==> src/sv/reb_pkg.sv <==
`timescale 1ns / 1ps
`default_nettype none

package reb_pkg;

   localparam int COUNT_WIDTH     = 32;
   localparam int POSITION_WIDTH  = 32;
   localparam int MIN_PRESS_WIDTH = 16;
   localparam int TIME_WIDTH      = 32;
   localparam int CMD_WIDTH       = 2;
   localparam int CSR_INDEX_WIDTH = 1;
   localparam int CSR_DATA_WIDTH  = MIN_PRESS_WIDTH;

   localparam int REQ_FIELD_BITS  = 3 + TIME_WIDTH;
   localparam int REQ_TDATA_WIDTH = ((REQ_FIELD_BITS + 7) / 8) * 8;
   localparam int RSP_FIELD_BITS  = POSITION_WIDTH + 1;
   localparam int RSP_TDATA_WIDTH = ((RSP_FIELD_BITS + 7) / 8) * 8;

   localparam logic [MIN_PRESS_WIDTH-1:0] MIN_PRESS_RESET = MIN_PRESS_WIDTH'(50);

   typedef enum logic [CMD_WIDTH-1:0] {
      CMD_SAMPLE      = 2'd0,
      CMD_CLEAR_COUNT = 2'd1,
      CMD_CLEAR_FLAG  = 2'd2
   } cmd_type;

   typedef enum logic [CSR_INDEX_WIDTH-1:0] {
      CSR_MIN_PRESS_MS   = 1'd0,
      CSR_HALF_RATE_MODE = 1'd1
   } csr_index_type;

endpackage

`default_nettype wire

==> src/sv/rotary_encoder_with_button_unit.sv <==
`timescale 1ns / 1ps
`default_nettype none

// Quadrature decoder for a rotary encoder with a push button. Each request item
// is a pin sample (active-low A, B and button levels with a millisecond
// timestamp), a clear-counter command or a clear-flag command, selected by
// req_tuser. Every item returns one response item holding the signed position
// counter and the qualified-press flag as they stand after that item. The unit
// takes one item per cycle unless stalled; the response appears in the cycle
// after the item is accepted, held in a single output register, and a new item
// is accepted whenever that register is empty or drained in the same cycle.
// Configuration registers should be written only while no item is in flight.
module rotary_encoder_with_button_unit (
   input  wire                                   clock,
   input  wire                                   reset,
   input  wire                                   req_tvalid,
   output logic                                  req_tready,
   // Fields from bit 0: pin_a, pin_b, pin_button, now_ms[31:0], zero fill.
   input  wire  [reb_pkg::REQ_TDATA_WIDTH-1:0]   req_tdata,
   // Fields from bit 0: cmd[1:0].
   input  wire  [reb_pkg::CMD_WIDTH-1:0]         req_tuser,
   output logic                                  rsp_tvalid,
   input  wire                                   rsp_tready,
   // Fields from bit 0: position[31:0] (signed), press_flag, zero fill.
   output logic [reb_pkg::RSP_TDATA_WIDTH-1:0]   rsp_tdata,
   input  wire                                   csr_we,
   input  wire  [reb_pkg::CSR_INDEX_WIDTH-1:0]   csr_index,
   input  wire  [reb_pkg::CSR_DATA_WIDTH-1:0]    csr_wdata
);
   import reb_pkg::*;

   logic [MIN_PRESS_WIDTH-1:0] min_press_ff;
   logic                       half_rate_ff;

   logic                       a_prev_ff,      a_prev_in;
   logic                       phase_ff,       phase_in;
   logic                       button_prev_ff, button_prev_in;
   logic [TIME_WIDTH-1:0]      press_start_ff, press_start_in;
   logic [COUNT_WIDTH-1:0]     count_ff,       count_in;
   logic                       pressed_ff,     pressed_in;

   logic                       rsp_valid_ff,   rsp_valid_in;
   logic [RSP_TDATA_WIDTH-1:0] rsp_data_ff,    rsp_data_in;

   logic                       accept;
   cmd_type                    cmd;
   logic                       a_act, b_act, btn_act;
   logic [TIME_WIDTH-1:0]      now_ms;
   logic [TIME_WIDTH-1:0]      held;
   logic                       a_change;
   logic [COUNT_WIDTH+POSITION_WIDTH-1:0] count_ext;

   assign accept     = req_tvalid && req_tready;
   assign req_tready = !rsp_valid_ff || rsp_tready;
   assign rsp_tvalid = rsp_valid_ff;
   assign rsp_tdata  = rsp_data_ff;

   assign cmd     = cmd_type'(req_tuser);
   assign a_act   = ~req_tdata[0];
   assign b_act   = ~req_tdata[1];
   assign btn_act = ~req_tdata[2];
   assign now_ms  = req_tdata[3 +: TIME_WIDTH];
   assign held    = now_ms - press_start_ff;
   assign a_change = a_act != a_prev_ff;

   always_comb begin
      a_prev_in      = a_prev_ff;
      phase_in       = phase_ff;
      button_prev_in = button_prev_ff;
      press_start_in = press_start_ff;
      count_in       = count_ff;
      pressed_in     = pressed_ff;
      case (cmd)
         CMD_SAMPLE: begin
            if (a_change) begin
               phase_in  = ~phase_ff;
               a_prev_in = a_act;
               if (!half_rate_ff || !phase_ff) begin
                  if (b_act != a_prev_ff) begin
                     count_in = count_ff - COUNT_WIDTH'(1);
                  end else begin
                     count_in = count_ff + COUNT_WIDTH'(1);
                  end
               end
            end
            if (btn_act && !button_prev_ff) begin
               press_start_in = now_ms;
               button_prev_in = 1'b1;
            end else if (!btn_act && button_prev_ff) begin
               if (held >= TIME_WIDTH'(min_press_ff)) begin
                  pressed_in = 1'b1;
               end
               button_prev_in = 1'b0;
            end
         end
         CMD_CLEAR_COUNT: begin
            count_in = '0;
         end
         CMD_CLEAR_FLAG: begin
            pressed_in = 1'b0;
         end
         default: begin
         end
      endcase
   end

   assign count_ext = {{POSITION_WIDTH{count_in[COUNT_WIDTH-1]}}, count_in};

   always_comb begin
      rsp_valid_in = rsp_valid_ff;
      rsp_data_in  = rsp_data_ff;
      if (accept) begin
         rsp_valid_in = 1'b1;
         rsp_data_in  = '0;
         rsp_data_in[POSITION_WIDTH-1:0] = count_ext[POSITION_WIDTH-1:0];
         rsp_data_in[POSITION_WIDTH]     = pressed_in;
      end else if (rsp_tready) begin
         rsp_valid_in = 1'b0;
      end
   end

   always_ff @(posedge clock) begin
      if (reset) begin
         min_press_ff <= MIN_PRESS_RESET;
         half_rate_ff <= 1'b0;
      end else if (csr_we) begin
         case (csr_index_type'(csr_index))
            CSR_MIN_PRESS_MS:   min_press_ff <= csr_wdata;
            CSR_HALF_RATE_MODE: half_rate_ff <= csr_wdata[0];
            default: begin
            end
         endcase
      end
   end

   always_ff @(posedge clock) begin
      if (reset) begin
         a_prev_ff      <= 1'b0;
         phase_ff       <= 1'b0;
         button_prev_ff <= 1'b0;
         press_start_ff <= '0;
         count_ff       <= '0;
         pressed_ff     <= 1'b0;
         rsp_valid_ff   <= 1'b0;
      end else begin
         rsp_valid_ff <= rsp_valid_in;
         if (accept) begin
            a_prev_ff      <= a_prev_in;
            phase_ff       <= phase_in;
            button_prev_ff <= button_prev_in;
            press_start_ff <= press_start_in;
            count_ff       <= count_in;
            pressed_ff     <= pressed_in;
         end
      end
   end

   always_ff @(posedge clock) begin
      rsp_data_ff <= rsp_data_in;
   end

   a_accept_gives_result: assert property (@(posedge clock) disable iff (reset)
      accept |=> rsp_valid_ff)
      else $error("accepted item produced no response");

   a_clear_count: assert property (@(posedge clock) disable iff (reset)
      (accept && cmd == CMD_CLEAR_COUNT) |=>
         (count_ff == '0 && rsp_data_ff[POSITION_WIDTH-1:0] == '0))
      else $error("clear-counter command left a nonzero position");

   a_clear_flag: assert property (@(posedge clock) disable iff (reset)
      (accept && cmd == CMD_CLEAR_FLAG) |=> (!pressed_ff && !rsp_data_ff[POSITION_WIDTH]))
      else $error("clear-flag command left the press flag set");

   a_flag_on_release: assert property (@(posedge clock) disable iff (reset)
      $rose(pressed_ff) |-> ($past(accept) && $past(button_prev_ff) && !button_prev_ff))
      else $error("press flag set without a button release");

   a_stall_holds: assert property (@(posedge clock) disable iff (reset)
      (rsp_valid_ff && !rsp_tready) |=> (rsp_valid_ff && $stable(rsp_data_ff)))
      else $error("stalled response changed");

endmodule

`default_nettype wire
==> config.mk <==
export PLATFORM = sky130hd
export DESIGN_NAME = rotary_encoder_with_button_unit
export DESIGN_NICKNAME = d
export VERILOG_FILES = /design/src/sv/reb_pkg.sv /design/src/sv/rotary_encoder_with_button_unit.sv
export SDC_FILE = /design/constraint.sdc
export NUM_CORES = 1
export LEC_CHECK = 0
export BUFFER_PORTS_ARGS = -buffer_cell sky130_fd_sc_hd__buf_2
export CORE_MARGIN = 4
export CORE_UTILIZATION = 30
export CTS_BUF_LIST = sky130_fd_sc_hd__clkbuf_8
export DETAILED_ROUTE_END_ITERATION = 7
export GPL_TIMING_DRIVEN = 0
export SETUP_SLACK_MARGIN = 0.15
export SYNTH_ARGS = -nofsm -noshare
export SYNTH_HDL_FRONTEND = slang
export SYNTH_SLANG_ARGS = --single-unit
==> constraint.sdc <==
create_clock -name clock -period 4.8 [get_ports clock]
set_input_delay 0.24 -clock clock [delete_from_list [all_inputs] [get_ports clock]]
set_output_delay 0.24 -clock clock [all_outputs]
set_load 0.01 [all_outputs]
==> results.toml <==
[logic_synthesis]
yosysWarnings = 0
yosysSeqAreaShare_pct = 31.9
synth-main-ff-cell = "dfxtp_1"
synthCells = 1057
synth_top_area_cell = "dfxtp_1"
netlist.area_leader.share_pct = 20.3
avgSynthCellArea_um2 = 8.04
synth.distinct_cells = 81
syn_area_mm2 = 0.00850
synth-edff-count = 33
synth-seq-cells = 119
synth_area_leaders = "dfxtp_1 (20%), edfxtp_1 (12%), ha_1 (12%)"
async_reset_ff_share_pct = 0

[route]
wl_per_cell_um = 15.3
totalWireLength_um = 24100
vias = 7905
drc = 0
ant_nets = 0
dr.pass1.iters = 5
drt_iter0_markers = 485
viasPerCell = 5.02

[cts]
cts_root_buf = "clkbuf_8"
insertion_delay_ns = 0.45
cts_sinks = 119
cts_max_path_buffers = 2
cts_tree = "yes"
clk_pin_slew_worst_paths_ns = 0.08
htree_levels = 4
cts_made_buffers = 17

[die]
die_area_mm2 = 0.0311
rows = 61
core-area_mm2 = 0.0279
fp.dieW_um = 176
die_h_um = 176
ios = 106
initial_core_util_pct = 30.5

[grt]
grt_use_met1_pct = 20.2
globalRouteMet2Util_pct = 26.1
busiest_layer = "met2"
grt-ovfl-total = 0
gr-usage-met3_pct = 3.96
grt_first_pass_wirelength_um = 38700
grt.total_usage_pct = 15.5
antenna_found_initial = 2
grt_max_degree = 31
grt_pass1_vias = 7601

[finish]
fillers = 2948
syn2layout_area_growth_pct = 17.1
final_util_pct = 35.7
layout-drive-gt1-share_pct = 14.3
fin_nets = 1328
fin_cells = 1574
antenna_cells = 0
fin_area_mm2 = 0.00995

[pwr]
power.switching_mw = 0.979
power.leakage_nw = 4.01
switching_share_pct = 34.9
ir_worst_vdd_uv = 197
p_int_mw = 1.82
clkPwrFrac_pct = 31.5
power_frac_seq_pct = 40.2
powerDensity_mw_per_mm2 = 282
combPwrFrac_pct = 28.2

[sta]
finalCritPeriodShare_pct = 92.7
rsz0062_at_grt = "false"
slew_viol_final = 0
maxSlewHeadroom_pct = 21.7
worst_slew_pin_slew_ns = 1.17
max_freq_ghz = 0.225
setup_tns_ns = 0
hold_violations = 0
fin_crit_ns = 4.45
setup_viol = 0
whs_ns = 0.0274
clock_skew_ns = 0.0173

[critical_path]
r2r_setup_slack_ns = 0.35
crit_path_end_kind = "flop"
path_cells = "xor2_1, inv_1, ha_1, nor2b_1, o31ai_2, a211oi_1, o2111ai_2, a21oi_2, a311oi_2, o21ai_1, a21oi_1, xnor2_1, a22o_1"
path_class = "flop to flop"
startpoint_type = "flop"
arrival_ns = 4.66
cp.required_ns = 5.02
crit_slowest_cell = "inv_1"
max_stage_delay_ns = 0.67
path_max_fanout = 30

[flow_run]
drv_cap = 0

[placement]
place_inst = 1533
placed_cell_area_mm2 = 0.00948
hpwl_um = 18200
io_buffers = 91
gp_congestion = 0.913

[run_status]
outcome = "completed"

[hold_path]
hp-class = "input port to flop"
-- critical path: cells and delay by family (launching register included) --
kind	cells	cell delay, ns
and+or+nand+nor	1	0.17
AOI/OAI and AO/OA	8	1.87
buffers and inverters	1	0.67
DFF	1	0.39
xor gates and xnor gates	2	0.52
adders and majority gates	1	0.58
-- area by class of cell --
class,instances,area [µm²],share of cell area (%)
Multi-Input combinational cell,821,5340,53.6
Clock buffer,17,234,2.35
Clock inverter,15,129,1.29
Sequential cell,119,2710,27.3
Tap cell,378,473,4.75
Buffer,50,220,2.21
Timing Repair Buffer,101,573,5.76
Inverter,73,274,2.75
-- power by group through the flow --
stage | Combinational [mW] | Sequential (mW) | Clock [mW]
4_1_cts | 0.787 | 1.13 | 0.903
2_1_floorplan | 0.555 | 1.16 | 0
3_3_place_gp | 0.762 | 1.15 | 0
3_5_place_dp | 0.773 | 1.15 | 0
6_report | 0.791 | 1.13 | 0.884
5_1_grt | 0.888 | 1.14 | 0.951
-- per-stage QoR --
step | power, mW | setup WS (ns)
2_1_floorplan | 1.71 | 1.15
3_3_place_gp | 1.91 | 0.386
3_5_place_dp | 1.92 | 0.373
4_1_cts | 2.82 | 0.359
5_1_grt | 2.97 | 0.151
6_report | 2.80 | 0.353
-- state kept, by name, indices dropped and copies added (netlist names), 16 cells and up --
register and cells:
rsp_tdata 33, press_start_ff 32, count_ff 32, min_press_ff 16
-- routing by layer --
layer | wire length, µm | vias up
li1 | - | 4014
met1 | 11300 | 3700
met2 | 11300 | 163
met3 | 1170 | 24
met4 | 267 | 4
met5 | 34 | -
-- cell families after synthesis --
logic type | after synthesis | synth area share, %
AND/OR/NAND/NOR | 354 | 19.2
AO/OA/AOI/OAI | 328 | 25.5
buffers and inverters | 123 | 5.80
flip-flops | 119 | 31.9
adder cells (fa/ha/maj) | 81 | 12.1
XOR/XNOR | 45 | 4.64
multiplexers | 6 | 0.751
other | 1 | 0.0441
-- cell usage after synthesis (4+ instances only) --
| master | instances |
|---|---|
| and3_1 | 11 |
| clkbuf_1 | 36 |
| nor4_1 | 5 |
| or2_2 | 4 |
| buf_4 | 7 |
| or3_1 | 4 |
| xor2_1 | 19 |
| edfxtp_1 | 33 |
| o211ai_1 | 11 |
| buf_2 | 4 |
| o21ai_0 | 40 |
| ha_1 | 79 |
| xnor2_1 | 26 |
| dfxtp_1 | 86 |
| a31oi_1 | 7 |
| o21ai_1 | 20 |
| o21a_1 | 19 |
| a211o_1 | 5 |
| a21o_1 | 24 |
| nor2_1 | 61 |
| a22o_1 | 13 |
| nand4_1 | 11 |
| nor3_1 | 22 |
| nor2b_1 | 8 |
| a211oi_1 | 7 |
| nand2_1 | 176 |
| nand2b_1 | 12 |
| o21bai_1 | 9 |
| and2_1 | 6 |
| inv_1 | 73 |
| nand3_1 | 19 |
| a21oi_1 | 117 |
-- worst paths after layout --
| check | from | endpoint | cells after the start |
|---|---|---|---|
| worst max-delay path | a_prev_ff | rsp_tdata[30] | 13 |
| worst min-delay path | req_tdata[3] | press_start_ff[0] | 3 |
| worst min register to register | min_press_ff[11] | min_press_ff[11] | 2 |
| worst max register to register | a_prev_ff | rsp_tdata[30] | 13 |
-- timing repair --
action	4_1_cts	5_1_grt
setup endpoints to repair	0	2
hold buffers	9	0
hold endpoints to repair	9	0
gates resized for setup	0	3
setup buffers	0	0
-- layout by cell type (no fill, tap or decap), types with 11 or more instances in the layout --
cell type    n
a21o_1      24
a21oi_1    117
a22o_1      13
and3_1      11
buf_2       96
clkbuf_1    36
clkbuf_8    17
dfxtp_1     86
edfxtp_1    33
ha_1        79
inv_1       73
nand2_1    176
nand2b_1    12
nand3_1     19
nand4_1     11
nor2_1      61
nor3_1      22
o211ai_1    11
o21a_1      19
o21ai_0     40
o21ai_1     20
xnor2_1     26
xor2_1      19
Note: power is estimated with default switching activity, not from simulation.
